[config.mk]
export PLATFORM = sky130hd
export DESIGN_NAME = nmea_gga_position_parser
export DESIGN_NICKNAME = d
export VERILOG_FILES = /design/src/rtl/core/gga_pkg.sv /design/src/rtl/core/gga_parser.sv /design/src/rtl/core/gga_convert.sv /design/src/rtl/core/nmea_gga_position_parser.sv
export SDC_FILE = /design/constraint.sdc
export NUM_CORES = 2
export LEC_CHECK = 0
export BUFFER_PORTS_ARGS = -buffer_cell sky130_fd_sc_hd__buf_2
export CORE_MARGIN = 5
export CORE_UTILIZATION = 57
export CTS_CLUSTER_DIAMETER = 50
export DETAILED_ROUTE_END_ITERATION = 8
export HOLD_SLACK_MARGIN = 0.1
export PLACE_DENSITY = 0.73
export SYNTH_ARGS = -nofsm -noshare
export SYNTH_HDL_FRONTEND = slang
export SYNTH_SLANG_ARGS = --single-unit
[constraint.sdc]
create_clock -name aclk -period 7.9 [get_ports aclk]
set_input_delay 2.37 -clock aclk [delete_from_list [all_inputs] [get_ports aclk]]
set_output_delay 2.37 -clock aclk [all_outputs]
set_load 0.02 [all_outputs]
[src/rtl/core/gga_pkg.sv]
// Shared types, character codes and fixed-point helpers for the GGA position parser.
// No dependencies; every other file of the block refers to this package, by scoped names or by import.

package gga_pkg;

    // Fraction digits kept by the accumulators. Only seven of them can change the
    // result in units of 1e-7 degree, so the hardware keeps at most seven.
    localparam int FRACTION_DIGITS = 8;
    localparam int FRAC_KEEP       = (FRACTION_DIGITS < 7) ? FRACTION_DIGITS : 7;

    // Field widths.
    localparam int LAT_INT_W = 14;   // integer part of ddmm, saturates at 9999
    localparam int LON_INT_W = 17;   // integer part of dddmm, saturates at 99999
    localparam int FRAC_W    = 24;   // seven fraction digits, left aligned
    localparam int FC_W      = 3;    // count of fraction digits taken
    localparam int LAT_DEG_W = 7;
    localparam int LON_DEG_W = 10;
    localparam int MIN_W     = 7;    // whole minutes, 0 to 99
    localparam int X_W       = 30;   // minutes in units of 1e-7 minute
    localparam int Q_W       = 24;   // minutes converted to 1e-7 degree
    localparam int LAT_W     = 30;
    localparam int LON_W     = 34;

    localparam logic [LAT_INT_W-1:0] LAT_INT_MAX = 14'd9999;
    localparam logic [LON_INT_W-1:0] LON_INT_MAX = 17'd99999;
    localparam logic [X_W-1:0]       UNITS_PER_DEG = 30'd10000000;

    // Field positions within the sentence body.
    localparam logic [3:0] FIELD_LIMIT = 4'd15;
    localparam logic [3:0] LAT_FIELD   = 4'd2;
    localparam logic [3:0] LON_FIELD   = 4'd4;
    localparam logic [3:0] QUAL_FIELD  = 4'd6;
    localparam logic [3:0] MIN_FIELDS  = 4'd7;

    // Quality digit codes: digit plus one, or one of these.
    localparam logic [3:0] Q_EMPTY = 4'd0;
    localparam logic [3:0] Q_BAD   = 4'd15;

    // Character codes.
    localparam logic [7:0] CHAR_DOLLAR = 8'h24;
    localparam logic [7:0] CHAR_G      = 8'h47;
    localparam logic [7:0] CHAR_P      = 8'h50;
    localparam logic [7:0] CHAR_CR     = 8'h0D;
    localparam logic [7:0] CHAR_LF     = 8'h0A;
    localparam logic [7:0] CHAR_COMMA  = 8'h2C;
    localparam logic [7:0] CHAR_POINT  = 8'h2E;
    localparam logic [7:0] CHAR_ZERO   = 8'h30;
    localparam logic [7:0] CHAR_NINE   = 8'h39;

    // Reciprocals for the constant divisions.
    localparam logic [17:0] RECIP100 = 18'd167773;       // ceil(2^24 / 100)
    localparam logic [30:0] RECIP60  = 31'd1145324613;   // ceil(2^36 / 60)

    // How much of "$GP" has been seen.
    typedef enum logic [1:0] {
        PM_NONE,
        PM_DOLLAR,
        PM_DOLLAR_G
    } prefix_t;

    // Decision taken at the end of a line.
    typedef struct packed {
        logic       ok;
        logic [3:0] quality;
        logic       lat_upd;
        logic       lon_upd;
    } ctrl_t;

    // Word handed from the parser to the converter.
    typedef struct packed {
        logic                 end_of_line;
        ctrl_t                ctrl;
        logic [LAT_INT_W-1:0] lat_int;
        logic [FRAC_W-1:0]    lat_frac;
        logic [LON_INT_W-1:0] lon_int;
        logic [FRAC_W-1:0]    lon_frac;
    } line_t;

    // Integer division by 100 for values below 102400.
    function automatic logic [LON_DEG_W-1:0] div100(input logic [LON_INT_W-1:0] v);
        logic [34:0] p;
        p = 35'(v) * 35'(RECIP100);
        return p[33:24];
    endfunction

    // Integer division by 60 for values below 60 * 2^24.
    function automatic logic [Q_W-1:0] div60(input logic [X_W-1:0] v);
        logic [60:0] p;
        p = 61'(v) * 61'(RECIP60);
        return p[59:36];
    endfunction

endpackage

[src/rtl/core/gga_parser.sv]
// Byte-level sentence framing, field splitting and digit accumulation.
// Depends on gga_pkg; hands a line_t word to gga_convert at every line end.

module gga_parser (
    input  logic           aclk,
    input  logic           aresetn,
    input  logic           accept,
    input  logic [7:0]     byte_in,
    output gga_pkg::line_t line_o
);

    logic                          in_sentence_reg, in_sentence_next;
    gga_pkg::prefix_t              prefix_reg, prefix_next;
    logic [3:0]                    field_reg, field_next;
    logic                          saw_cr_reg, saw_cr_next;
    logic [3:0]                    quality_reg, quality_next;

    logic [gga_pkg::LAT_INT_W-1:0] lat_int_reg, lat_int_next;
    logic [gga_pkg::FRAC_W-1:0]    lat_frac_reg, lat_frac_next;
    logic [gga_pkg::FC_W-1:0]      lat_fc_reg, lat_fc_next;
    logic                          lat_pt_reg, lat_pt_next;
    logic                          lat_present_reg, lat_present_next;

    logic [gga_pkg::LON_INT_W-1:0] lon_int_reg, lon_int_next;
    logic [gga_pkg::FRAC_W-1:0]    lon_frac_reg, lon_frac_next;
    logic [gga_pkg::FC_W-1:0]      lon_fc_reg, lon_fc_next;
    logic                          lon_pt_reg, lon_pt_next;
    logic                          lon_present_reg, lon_present_next;

    logic                          line_end;
    logic                          is_digit;
    logic [3:0]                    digit;
    logic [19:0]                   lat_shift;
    logic [19:0]                   lon_shift;
    logic                          quality_ok;

    // Place value of the next fraction digit, counted from the first one.
    function automatic logic [gga_pkg::FRAC_W-1:0] frac_weight(
        input logic [gga_pkg::FC_W-1:0] fc
    );
        logic [gga_pkg::FRAC_W-1:0] w;
        case (fc)
            3'd0:    w = 24'd1000000;
            3'd1:    w = 24'd100000;
            3'd2:    w = 24'd10000;
            3'd3:    w = 24'd1000;
            3'd4:    w = 24'd100;
            3'd5:    w = 24'd10;
            3'd6:    w = 24'd1;
            default: w = 24'd0;
        endcase
        return w;
    endfunction

    assign is_digit  = (byte_in >= gga_pkg::CHAR_ZERO) && (byte_in <= gga_pkg::CHAR_NINE);
    assign digit     = byte_in[3:0];
    assign lat_shift = 20'(lat_int_reg) * 20'd10 + 20'(digit);
    assign lon_shift = 20'(lon_int_reg) * 20'd10 + 20'(digit);

    // Next state for one accepted word.
    always_comb begin
        in_sentence_next = in_sentence_reg;
        prefix_next      = prefix_reg;
        field_next       = field_reg;
        saw_cr_next      = saw_cr_reg;
        quality_next     = quality_reg;
        lat_int_next     = lat_int_reg;
        lat_frac_next    = lat_frac_reg;
        lat_fc_next      = lat_fc_reg;
        lat_pt_next      = lat_pt_reg;
        lat_present_next = lat_present_reg;
        lon_int_next     = lon_int_reg;
        lon_frac_next    = lon_frac_reg;
        lon_fc_next      = lon_fc_reg;
        lon_pt_next      = lon_pt_reg;
        lon_present_next = lon_present_reg;
        line_end         = 1'b0;

        if (accept) begin
            if (!in_sentence_reg) begin
                // Hunt for the "$GP" start of a sentence.
                unique case (prefix_reg)
                    gga_pkg::PM_DOLLAR_G: begin
                        if (byte_in == gga_pkg::CHAR_P) begin
                            in_sentence_next = 1'b1;
                            prefix_next      = gga_pkg::PM_NONE;
                            field_next       = 4'd0;
                            saw_cr_next      = 1'b0;
                            quality_next     = gga_pkg::Q_EMPTY;
                            lat_int_next     = '0;
                            lat_frac_next    = '0;
                            lat_fc_next      = '0;
                            lat_pt_next      = 1'b0;
                            lat_present_next = 1'b0;
                            lon_int_next     = '0;
                            lon_frac_next    = '0;
                            lon_fc_next      = '0;
                            lon_pt_next      = 1'b0;
                            lon_present_next = 1'b0;
                        end else if (byte_in == gga_pkg::CHAR_DOLLAR) begin
                            prefix_next = gga_pkg::PM_DOLLAR;
                        end else begin
                            prefix_next = gga_pkg::PM_NONE;
                        end
                    end
                    gga_pkg::PM_DOLLAR: begin
                        if (byte_in == gga_pkg::CHAR_G) begin
                            prefix_next = gga_pkg::PM_DOLLAR_G;
                        end else if (byte_in == gga_pkg::CHAR_DOLLAR) begin
                            prefix_next = gga_pkg::PM_DOLLAR;
                        end else begin
                            prefix_next = gga_pkg::PM_NONE;
                        end
                    end
                    default: begin
                        prefix_next = (byte_in == gga_pkg::CHAR_DOLLAR) ?
                                      gga_pkg::PM_DOLLAR : gga_pkg::PM_NONE;
                    end
                endcase
            end else if (byte_in == gga_pkg::CHAR_CR) begin
                saw_cr_next = 1'b1;
            end else if (byte_in == gga_pkg::CHAR_LF && saw_cr_reg) begin
                line_end         = 1'b1;
                in_sentence_next = 1'b0;
                prefix_next      = gga_pkg::PM_NONE;
                saw_cr_next      = 1'b0;
            end else begin
                saw_cr_next = 1'b0;
                if (byte_in == gga_pkg::CHAR_COMMA) begin
                    if (field_reg < gga_pkg::FIELD_LIMIT) begin
                        field_next = field_reg + 4'd1;
                    end
                end else if (field_reg == gga_pkg::LAT_FIELD) begin
                    // Latitude: saturating integer part, then up to seven fraction digits.
                    lat_present_next = 1'b1;
                    if (is_digit) begin
                        if (!lat_pt_reg) begin
                            lat_int_next = (lat_shift > 20'(gga_pkg::LAT_INT_MAX)) ?
                                           gga_pkg::LAT_INT_MAX :
                                           lat_shift[gga_pkg::LAT_INT_W-1:0];
                        end else if (lat_fc_reg < gga_pkg::FC_W'(gga_pkg::FRAC_KEEP)) begin
                            lat_frac_next = lat_frac_reg
                                + 24'(24'(digit) * frac_weight(lat_fc_reg));
                            lat_fc_next   = lat_fc_reg + 3'd1;
                        end
                    end else if (byte_in == gga_pkg::CHAR_POINT) begin
                        lat_pt_next = 1'b1;
                    end
                end else if (field_reg == gga_pkg::LON_FIELD) begin
                    // Longitude: same scheme with one more integer digit.
                    lon_present_next = 1'b1;
                    if (is_digit) begin
                        if (!lon_pt_reg) begin
                            lon_int_next = (lon_shift > 20'(gga_pkg::LON_INT_MAX)) ?
                                           gga_pkg::LON_INT_MAX :
                                           lon_shift[gga_pkg::LON_INT_W-1:0];
                        end else if (lon_fc_reg < gga_pkg::FC_W'(gga_pkg::FRAC_KEEP)) begin
                            lon_frac_next = lon_frac_reg
                                + 24'(24'(digit) * frac_weight(lon_fc_reg));
                            lon_fc_next   = lon_fc_reg + 3'd1;
                        end
                    end else if (byte_in == gga_pkg::CHAR_POINT) begin
                        lon_pt_next = 1'b1;
                    end
                end else if (field_reg == gga_pkg::QUAL_FIELD) begin
                    // Quality must be exactly one decimal digit.
                    if (quality_reg == gga_pkg::Q_EMPTY && is_digit) begin
                        quality_next = digit + 4'd1;
                    end else begin
                        quality_next = gga_pkg::Q_BAD;
                    end
                end
            end
        end
    end

    // Control state.
    always_ff @(posedge aclk) begin
        if (!aresetn) begin
            in_sentence_reg <= 1'b0;
            prefix_reg      <= gga_pkg::PM_NONE;
            field_reg       <= 4'd0;
            saw_cr_reg      <= 1'b0;
            quality_reg     <= gga_pkg::Q_EMPTY;
            lat_pt_reg      <= 1'b0;
            lat_present_reg <= 1'b0;
            lon_pt_reg      <= 1'b0;
            lon_present_reg <= 1'b0;
            lat_fc_reg      <= '0;
            lon_fc_reg      <= '0;
        end else begin
            in_sentence_reg <= in_sentence_next;
            prefix_reg      <= prefix_next;
            field_reg       <= field_next;
            saw_cr_reg      <= saw_cr_next;
            quality_reg     <= quality_next;
            lat_pt_reg      <= lat_pt_next;
            lat_present_reg <= lat_present_next;
            lon_pt_reg      <= lon_pt_next;
            lon_present_reg <= lon_present_next;
            lat_fc_reg      <= lat_fc_next;
            lon_fc_reg      <= lon_fc_next;
        end
    end

    // Digit accumulators are cleared at every sentence start.
    always_ff @(posedge aclk) begin
        lat_int_reg  <= lat_int_next;
        lat_frac_reg <= lat_frac_next;
        lon_int_reg  <= lon_int_next;
        lon_frac_reg <= lon_frac_next;
    end

    // Accepted qualities are 1 to 6, 8 and 9, held as digit plus one.
    assign quality_ok = (quality_reg >= 4'd2) && (quality_reg <= 4'd10) && (quality_reg != 4'd8);

    always_comb begin
        line_o.end_of_line  = line_end;
        line_o.ctrl.ok      = (field_reg >= gga_pkg::MIN_FIELDS) && quality_ok;
        line_o.ctrl.quality = (quality_reg >= 4'd1 && quality_reg <= 4'd10) ?
                              (quality_reg - 4'd1) : 4'd0;
        line_o.ctrl.lat_upd = line_o.ctrl.ok && lat_present_reg;
        line_o.ctrl.lon_upd = line_o.ctrl.ok && lon_present_reg;
        line_o.lat_int      = lat_int_reg;
        line_o.lat_frac     = lat_frac_reg;
        line_o.lon_int      = lon_int_reg;
        line_o.lon_frac     = lon_frac_reg;
    end

endmodule

[src/rtl/core/gga_convert.sv]
// Four-stage conversion of the captured coordinates to 1e-7 degree, held position and
// result register. Depends on gga_pkg; fed by gga_parser through a line_t word.

module gga_convert (
    input  logic                         aclk,
    input  logic                         aresetn,
    input  gga_pkg::line_t               line_i,
    output logic                         in_ready,
    output logic                         m_valid,
    input  logic                         m_ready,
    output logic                         m_fix_valid,
    output logic [3:0]                   m_fix_quality,
    output logic [gga_pkg::LAT_W-1:0]    m_latitude,
    output logic [gga_pkg::LON_W-1:0]    m_longitude
);

    // Stage 1: integer parts split into degrees.
    logic                          s1_valid_reg;
    gga_pkg::ctrl_t                s1_ctrl_reg;
    logic [gga_pkg::LAT_INT_W-1:0] s1_lat_int_reg;
    logic [gga_pkg::LON_INT_W-1:0] s1_lon_int_reg;
    logic [gga_pkg::FRAC_W-1:0]    s1_lat_frac_reg, s1_lon_frac_reg;
    logic [gga_pkg::LAT_DEG_W-1:0] s1_lat_deg_reg;
    logic [gga_pkg::LON_DEG_W-1:0] s1_lon_deg_reg;

    // Stage 2: whole minutes.
    logic                          s2_valid_reg;
    gga_pkg::ctrl_t                s2_ctrl_reg;
    logic [gga_pkg::FRAC_W-1:0]    s2_lat_frac_reg, s2_lon_frac_reg;
    logic [gga_pkg::LAT_DEG_W-1:0] s2_lat_deg_reg;
    logic [gga_pkg::LON_DEG_W-1:0] s2_lon_deg_reg;
    logic [gga_pkg::MIN_W-1:0]     s2_lat_min_reg, s2_lon_min_reg;

    // Stage 3: scaled minutes and degrees.
    logic                          s3_valid_reg;
    gga_pkg::ctrl_t                s3_ctrl_reg;
    logic [gga_pkg::X_W-1:0]       s3_lat_x_reg, s3_lon_x_reg;
    logic [gga_pkg::LAT_W-1:0]     s3_lat_degu_reg;
    logic [gga_pkg::LON_W-1:0]     s3_lon_degu_reg;

    // Stage 4: minutes divided by 60; waits here while the result register is full.
    logic                          s4_valid_reg, s4_valid_next;
    gga_pkg::ctrl_t                s4_ctrl_reg;
    logic [gga_pkg::Q_W-1:0]       s4_lat_q_reg, s4_lon_q_reg;
    logic [gga_pkg::LAT_W-1:0]     s4_lat_degu_reg;
    logic [gga_pkg::LON_W-1:0]     s4_lon_degu_reg;

    // Held position and result register.
    logic [gga_pkg::LAT_W-1:0]     held_lat_reg, held_lat_next;
    logic [gga_pkg::LON_W-1:0]     held_lon_reg, held_lon_next;
    logic                          m_valid_reg, m_valid_next;
    logic                          m_fix_valid_reg;
    logic [3:0]                    m_fix_quality_reg;
    logic [gga_pkg::LAT_W-1:0]     m_latitude_reg;
    logic [gga_pkg::LON_W-1:0]     m_longitude_reg;

    logic                          out_take;
    logic                          pipe_busy;
    logic                          out_stalled;

    assign out_take    = s4_valid_reg && (!m_valid_reg || m_ready);
    assign pipe_busy   = s1_valid_reg || s2_valid_reg || s3_valid_reg || s4_valid_reg;
    assign out_stalled = m_valid_reg && !m_ready;

    // A line end may enter unless a result is in flight behind a full result register.
    assign in_ready = !(pipe_busy && out_stalled);

    assign s4_valid_next = s3_valid_reg || (s4_valid_reg && !out_take);
    assign m_valid_next  = out_take || (m_valid_reg && !m_ready);

    // New held position at the moment a result leaves stage 4.
    always_comb begin
        held_lat_next = held_lat_reg;
        held_lon_next = held_lon_reg;
        if (out_take && s4_ctrl_reg.lat_upd) begin
            held_lat_next = s4_lat_degu_reg + gga_pkg::LAT_W'(s4_lat_q_reg);
        end
        if (out_take && s4_ctrl_reg.lon_upd) begin
            held_lon_next = s4_lon_degu_reg + gga_pkg::LON_W'(s4_lon_q_reg);
        end
    end

    // Valid bits and held position.
    always_ff @(posedge aclk) begin
        if (!aresetn) begin
            s1_valid_reg <= 1'b0;
            s2_valid_reg <= 1'b0;
            s3_valid_reg <= 1'b0;
            s4_valid_reg <= 1'b0;
            m_valid_reg  <= 1'b0;
            held_lat_reg <= '0;
            held_lon_reg <= '0;
        end else begin
            s1_valid_reg <= line_i.end_of_line;
            s2_valid_reg <= s1_valid_reg;
            s3_valid_reg <= s2_valid_reg;
            s4_valid_reg <= s4_valid_next;
            m_valid_reg  <= m_valid_next;
            held_lat_reg <= held_lat_next;
            held_lon_reg <= held_lon_next;
        end
    end

    // Stage 1: degrees by reciprocal multiplication.
    always_ff @(posedge aclk) begin
        if (line_i.end_of_line) begin
            s1_ctrl_reg     <= line_i.ctrl;
            s1_lat_int_reg  <= line_i.lat_int;
            s1_lon_int_reg  <= line_i.lon_int;
            s1_lat_frac_reg <= line_i.lat_frac;
            s1_lon_frac_reg <= line_i.lon_frac;
            s1_lat_deg_reg  <= gga_pkg::LAT_DEG_W'(
                gga_pkg::div100(gga_pkg::LON_INT_W'(line_i.lat_int)));
            s1_lon_deg_reg  <= gga_pkg::div100(line_i.lon_int);
        end
    end

    // Stage 2: whole minutes left after the degrees.
    always_ff @(posedge aclk) begin
        s2_ctrl_reg     <= s1_ctrl_reg;
        s2_lat_frac_reg <= s1_lat_frac_reg;
        s2_lon_frac_reg <= s1_lon_frac_reg;
        s2_lat_deg_reg  <= s1_lat_deg_reg;
        s2_lon_deg_reg  <= s1_lon_deg_reg;
        s2_lat_min_reg  <= gga_pkg::MIN_W'(s1_lat_int_reg
            - gga_pkg::LAT_INT_W'(gga_pkg::LAT_INT_W'(s1_lat_deg_reg) * 14'd100));
        s2_lon_min_reg  <= gga_pkg::MIN_W'(s1_lon_int_reg
            - gga_pkg::LON_INT_W'(gga_pkg::LON_INT_W'(s1_lon_deg_reg) * 17'd100));
    end

    // Stage 3: minutes in 1e-7 minute, degrees in 1e-7 degree.
    always_ff @(posedge aclk) begin
        s3_ctrl_reg     <= s2_ctrl_reg;
        s3_lat_x_reg    <= gga_pkg::X_W'(s2_lat_min_reg) * gga_pkg::UNITS_PER_DEG
                           + gga_pkg::X_W'(s2_lat_frac_reg);
        s3_lon_x_reg    <= gga_pkg::X_W'(s2_lon_min_reg) * gga_pkg::UNITS_PER_DEG
                           + gga_pkg::X_W'(s2_lon_frac_reg);
        s3_lat_degu_reg <= gga_pkg::LAT_W'(s2_lat_deg_reg)
                           * gga_pkg::LAT_W'(gga_pkg::UNITS_PER_DEG);
        s3_lon_degu_reg <= gga_pkg::LON_W'(s2_lon_deg_reg)
                           * gga_pkg::LON_W'(gga_pkg::UNITS_PER_DEG);
    end

    // Stage 4: minutes over 60, loaded only when stage 3 holds a line.
    always_ff @(posedge aclk) begin
        if (s3_valid_reg) begin
            s4_ctrl_reg     <= s3_ctrl_reg;
            s4_lat_q_reg    <= gga_pkg::div60(s3_lat_x_reg);
            s4_lon_q_reg    <= gga_pkg::div60(s3_lon_x_reg);
            s4_lat_degu_reg <= s3_lat_degu_reg;
            s4_lon_degu_reg <= s3_lon_degu_reg;
        end
    end

    // Result register.
    always_ff @(posedge aclk) begin
        if (out_take) begin
            m_fix_valid_reg   <= s4_ctrl_reg.ok;
            m_fix_quality_reg <= s4_ctrl_reg.quality;
            m_latitude_reg    <= held_lat_next;
            m_longitude_reg   <= held_lon_next;
        end
    end

    assign m_valid       = m_valid_reg;
    assign m_fix_valid   = m_fix_valid_reg;
    assign m_fix_quality = m_fix_quality_reg;
    assign m_latitude    = m_latitude_reg;
    assign m_longitude   = m_longitude_reg;

endmodule

[src/rtl/core/nmea_gga_position_parser.sv]
// Top level of the GGA position parser: byte parser and coordinate converter.
// Depends on gga_pkg, gga_parser and gga_convert.
//
// Usage:
//   Input channel s_valid / s_ready / s_byte_in carries the receiver stream, one
//   character per word. Sentences open with "$GP" and close with CR LF; fields are
//   split at commas. Field 2 is ddmm.mmmm latitude, field 4 dddmm.mmmm longitude and
//   field 6 the fix quality.
//   Output channel m_valid / m_ready carries one word per sentence-ending LF:
//   m_fix_valid, m_fix_quality and the held m_latitude / m_longitude in 1e-7 degree.
//   Throughput is one character per cycle while s_ready is high. After its LF is
//   accepted, a result passes the four conversion stages (divide by 100, minutes,
//   scaling, divide by 60) and the result register.
//   If the receiver stalls, the result waits in the result register while further
//   characters are still taken; only when a second result is in the conversion stages
//   behind it does s_ready drop until the receiver takes the first one.
//   Reset (aresetn low at a clock edge) drops out of any sentence, empties the
//   conversion stages and the result register, and clears the held position to zero.

module nmea_gga_position_parser (
    input  logic                      aclk,
    input  logic                      aresetn,
    input  logic                      s_valid,
    output logic                      s_ready,
    input  logic [7:0]                s_byte_in,
    output logic                      m_valid,
    input  logic                      m_ready,
    output logic                      m_fix_valid,
    output logic [3:0]                m_fix_quality,
    output logic [gga_pkg::LAT_W-1:0] m_latitude,
    output logic [gga_pkg::LON_W-1:0] m_longitude
);

    gga_pkg::line_t line;
    logic           accept;

    assign accept = s_valid && s_ready;

    gga_parser u_parser (
        .aclk    (aclk),
        .aresetn (aresetn),
        .accept  (accept),
        .byte_in (s_byte_in),
        .line_o  (line)
    );

    gga_convert u_convert (
        .aclk          (aclk),
        .aresetn       (aresetn),
        .line_i        (line),
        .in_ready      (s_ready),
        .m_valid       (m_valid),
        .m_ready       (m_ready),
        .m_fix_valid   (m_fix_valid),
        .m_fix_quality (m_fix_quality),
        .m_latitude    (m_latitude),
        .m_longitude   (m_longitude)
    );

endmodule

## Yosys cells after proc, flatten, opt, wreduce, memory -nomap -nowiden

Index checks and enable logic that the tools add are counted.

| cells by class | value |
|---|---|
| $add $sub $neg | 15 |
| $mul | 14 |
| magnitude comparators | 11 |
| equal/unequal tests | 45 |
| muxes and demuxes | 141 |
| reductions and logical operators | 43 |

Operators by type and width:

| cell | number |
|---|---|
| $mux W24 | 38 |
| $pmux W20 S7 | 2 |
| $mux W17 | 11 |
| $mux W14 | 10 |
| $mul A30 B31 Y60 const B | 2 |
| $add A30 B24 Y30 | 3 |
| $mul A7 B17 Y23 const B | 3 |
| $mux W4 | 15 |
| $mux W3 | 19 |
| $add A24 B24 Y24 | 2 |
| $mul A4 B24 Y24 | 2 |
| $ne A2 B2 Y1 const B | 20 |
| $mux W1 | 38 |
| $add A34 B24 Y34 | 1 |
| $mul A17 B18 Y34 const B | 1 |
| $mux W34 | 1 |
| $mul A14 B18 Y31 const B | 1 |
| $mux W30 | 1 |
| $reduce_and A10 Y1 | 3 |
| $mul A10 B17 Y27 const B | 1 |
| $reduce_and A9 Y1 | 3 |
| $eq A8 B6 Y1 const B | 3 |
| $add A20 B4 Y20 | 1 |
| $gt A20 B14 Y1 const B | 1 |
| 40 further kinds | 87 |

| word-level totals | value |
|---|---|
| register bits after elaboration | 633 |
| output and inout port bits | 71 |
| logic and storage cells | 331 |

## Longest topological paths before layout

| logic depth | value |
|---|---|
| depth after elaboration | 23 |
| gate-level depth with buffers | 25 |
| mapped depth without buffers | 25 |

## Cells and area by module

A second synthesis with hierarchy kept.

| second synthesis, totals | value |
|---|---|
| cell total of the unflattened synthesis | 6145 |
| area, all modules | 63816.2 um2 |

By module, submodules not included:

| module | instances | cells an instance | area each (um2) |
|---|---|---|---|
| gga_convert | 1 | 4676 | 50644.8 |
| gga_parser | 1 | 1468 | 13165.1 |
| nmea_gga_position_parser | 1 | 1 | 6.3 |

## Worst setup path after synthesis

OpenSTA, ideal clock, no wires.

| path | value |
|---|---|
| kind | reg2reg |
| from | reg u_convert.s3_valid_reg |
| to | reg u_convert.s1_ctrl_reg[0] in the netlist's numbering (enable) |
| data arrival time | 6.918 ns |
| data required time | 7.369 ns |
| slack | 0.450 ns |
| stages on the path, launching flop included | 6 |
| clock period less this slack | 7.450 ns |
| cells stage by stage | dfxtp_1 > o41ai_1 > nand2_1 > inv_1 > nand2_1 > nor2_1 |

RTL lines:

| element | RTL line | text |
|---|---|---|
| from (decl) | gga_convert.sv:35 | `logic s3_valid_reg;` |
| from (signal assigned) | gga_convert.sv:96 | `s3_valid_reg <= s2_valid_reg;` |
| to (signal assigned) | gga_convert.sv:107 | `s1_ctrl_reg <= line_i.ctrl;` |
| to (decl) | gga_convert.sv:19 | `gga_pkg::ctrl_t s1_ctrl_reg;` |

## Final worst setup path

| path | value |
|---|---|
| from | reg u_parser.lon_int_reg[15] in the netlist's numbering |
| to | reg u_convert.s1_lon_deg_reg[9] in the netlist's numbering, data pin |

| between the ends | value |
|---|---|
| longest elaborated chain between the ends | 1 |

Ends and longest elaborated chain:

| element | RTL line | text |
|---|---|---|
| from (decl) | gga_parser.sv:24 | `logic [gga_pkg::LON_INT_W-1:0] lon_int_reg, lon_int_next;` |
| from (signal assigned) | gga_parser.sv:210 | `lon_int_reg <= lon_int_next;` |
| $mul A17 B18 Y34 | gga_pkg.sv:82 | `p = 35'(v) * 35'(RECIP100);` |
| to (signal assigned) | gga_convert.sv:114 | `s1_lon_deg_reg <= gga_pkg::div100(line_i.lon_int);` |
| to (decl) | gga_convert.sv:24 | `logic [gga_pkg::LON_DEG_W-1:0] s1_lon_deg_reg;` |

No other way between the ends.
A chain may end at the register's enable or synchronous reset.

==> impl_metrics.csv <==
group,metric,value,unit
global_route,grt_use_met2,36.9,%
synthesis,synth.largest_area_cell,"ha_1",
die,core_area,0.111,mm^2
synthesis,ys_ff_latch,633,
synthesis,syn_avg_cell_area,10.4,um^2
pwr,peakVddDrop,0.167,mV
die,fp.dieW,344,um
synthesis,synth-edff-count,339,
die,die_h,344,um
drt,vias,41995,
placed_design,place.port_buffers,82,
global_route,grt_use_met1,30.9,%
layout,area_growth,7.77,%
placed_design,place_ws,0.493,ns
critical_path,crit_fanout,9,
clock_tree,clkSinkCount,633,
clock_tree,cts_resized,0,
synthesis,ys_async_sr_fraction,0,%
status,status,"complete, no violations",
layout,drive_gt1_share,4.91,%
clock_tree,cts.path.max_buffers,3,
synthesis,synthFlopType,"edfxtp_1",
synthesis,synth_cell_types,97,
global_route,grt_antenna_before_repair,13,
pwr,p_switching,1670,uW
clock_tree,postCtsSetupBuffers,0,
worst_hold_path,hp-class,"register to register",
die,start_util,57.4,%
global_route,grt-busiest-layer,"met2",
global_route,grt_pass1_vias,43476,
global_route,grt_max_degree,70,
drt,drt_iter0_markers,2060,
synthesis,synth_warnings,0,
critical_path,cp-start-kind,"register",
clock_tree,cts_inserted_buffers,80,
global_route,grt_pass1_wl,214000,um
drt,wl,126000,um
drt,vias_per_cell,5.41,
pwr,swShare,22.5,%
pwr,power_frac_comb,3.9,%
synthesis,synthesis.area,0.0634,mm^2
die,row_count,122,
critical_path,path_class,"register to register",
die,io_pins,83,
drt,firstDrtPassIters,5,
timing,setup_viol,0,
clock_tree,cts_hold_buf,0,
pwr,power_frac_clock,50.0,%
layout,finalNetCount,8128,
critical_path,ff2ff_setup_slack,1.05,ns
pwr,internal-power,5780,uW
timing,max_freq,146,MHz
synthesis,synth-seq-area-share,25.3,%
synthesis,synth_nets,8018,
pwr,leakagePower,0.0341,uW
global_route,met3_usage,2.98,%
placed_design,gp_congestion,0.914,
critical_path,end_kind,"register",
global_route,grt_util_all_layers,22.0,%
timing,min_period_over_period,86.8,%
timing,layout_min_cycle_time,6.85,ns
timing,fin_skew,0.0210,ns
clock_tree,clk_latency,0.64,ns
pwr,power_frac_seq,46.1,%
synthesis,synthCells,6096,
drt,drc,0,
timing,worst_pin_slew,1.10,ns
timing,final_hold_viol_count,0,
synthesis,ys_top_cells_by_count,"ha_1 (1281), inv_1 (1201), fa_1 (629)",
timing,slew_headroom,26.4,%
clock_tree,tritoncts,"done",
pwr,power-per-cell-area,109,mW/mm^2
critical_path,arrival,7.23,ns
clock_tree,htree_levels,3,
synthesis,yosysTopAreaCellShare,25.3,%
synthesis,synth.most_common_cell,"ha_1",
timing,rsz0062_at_grt,"false",
timing,slew_violations,0,
clock_tree,clk_pin_slew,0.06,ns
drt,ant_nets,0,
die,dieArea,0.118,mm^2
flow_run,cap_violations,0,
global_route,grt_overflow_total,0,
clock_tree,clock-root-buffer,"clkbuf_16",
timing,fin_setup_tns,0,ns
synthesis,synth_area_leaders,"ha_1 (25%), fa_1 (20%), edfxtp_1 (16%)",
placed_design,hpwl,105000,um
critical_path,cp.required,8.28,ns
drt,drt-wirelength-per-cell,16.2,um
timing,finalWorstSetupSlack,1.05,ns
==> critical path, stage by stage (launching register included) <==
cell and delay, ns:
edfxtp_1 0.59, fa_1 0.61, inv_1 0.09, fa_1 0.55
inv_1 0.07, fa_1 0.53, inv_1 0.06, fa_1 0.53
inv_1 0.06, fa_1 0.51, fa_1 0.50, ha_1 0.32
nand4_1 0.11, a2111oi_0 0.32, o21ai_0 0.14, and3_1 0.23
o21ai_0 0.48, a211oi_1 0.21, o31ai_1 0.42, a21oi_1 0.15
xnor2_1 0.14
==> placed cells by master, fill, tap and decap left out, types with 102 or more instances in the layout <==
| cell type | Yosys | routed |
|---|---|---|
| nand2_1 | 303 | 303 |
| and2_1 | 103 | 102 |
| inv_1 | 1201 | 1201 |
| ha_1 | 1281 | 1281 |
| edfxtp_1 | 339 | 339 |
| xor2_1 | 103 | 103 |
| dfxtp_1 | 294 | 292 |
| fa_1 | 629 | 629 |
| nor2_1 | 220 | 219 |
| o21ai_0 | 167 | 167 |
| xnor2_1 | 196 | 196 |
| a21oi_1 | 263 | 263 |
==> power by group through the flow <==
stage	Sequential (uW)	Combinational, uW	Clock, uW
6_report	3430	293	3720
5_1_grt	3430	333	3960
4_1_cts	3430	294	3810
3_5_place_dp	3500	291	0
3_3_place_gp	3500	285	0
2_1_floorplan	3500	223	0
==> cell families (layout without fill, tap and decap cells) <==
group | Yosys count | in the layout | synth area share [%]
buf+inv | 1274 | 1452 | 7.58
xor+xnor | 300 | 300 | 4.16
fa+ha+maj | 1910 | 1910 | 45.1
compound gates | 854 | 854 | 8.78
flops | 633 | 633 | 25.3
simple gates | 1120 | 1120 | 8.93
other cells | 0 | 4 | 0
mux | 5 | 5 | 0.0848
==> per-stage QoR <==
stage / instances / instance area [um^2] / hold slack [ns] / power [uW] / util (%)
6_report: 7766 / 68300 / 0.317 / 7450 / 61.8
5_1_grt: 7762 / 68300 / 0.324 / 7720 / 61.8
4_1_cts: 7762 / 68300 / 0.317 / 7540 / 61.8
3_5_place_dp: 7612 / 65500 / 0.312 / 3790 / 59.3
3_3_place_gp: 7612 / 65500 / 0.310 / 3790 / 59.3
2_1_floorplan: 6096 / 63400 / 0.310 / 3720 / -
==> final timing paths <==
kind | from | endpoint | cells after the start
setup / recovery | u_parser.lon_int_reg[15] | u_convert.s1_lon_deg_reg[9] | 20
hold / removal | u_convert.s2_ctrl_reg[0] | u_convert.s3_ctrl_reg[0] | 0
setup reg to reg | u_parser.lon_int_reg[15] | u_convert.s1_lon_deg_reg[9] | 20
hold reg to reg | u_convert.s2_ctrl_reg[0] | u_convert.s3_ctrl_reg[0] | 0
==> per-layer routing <==
| layer | share of wire, % | wire length [um] |
|---|---|---|
| met5 | 0.032 | 40 |
| met1 | 47 | 58800 |
| met3 | 5.6 | 7020 |
| met2 | 46 | 57900 |
| met4 | 1.7 | 2200 |
==> cell type report <==
class	instances	area, um^2
inverters	1203	4520
repair buffers	99	538
fillers	8921	42200
diodes	4	10.0
multi-input cells	4189	42500
flip-flops and latches	633	16100
clock inverters	51	621
well taps	1488	1860
clock buffers	99	2180
No activity file was read; power rests on OpenSTA's default activity.
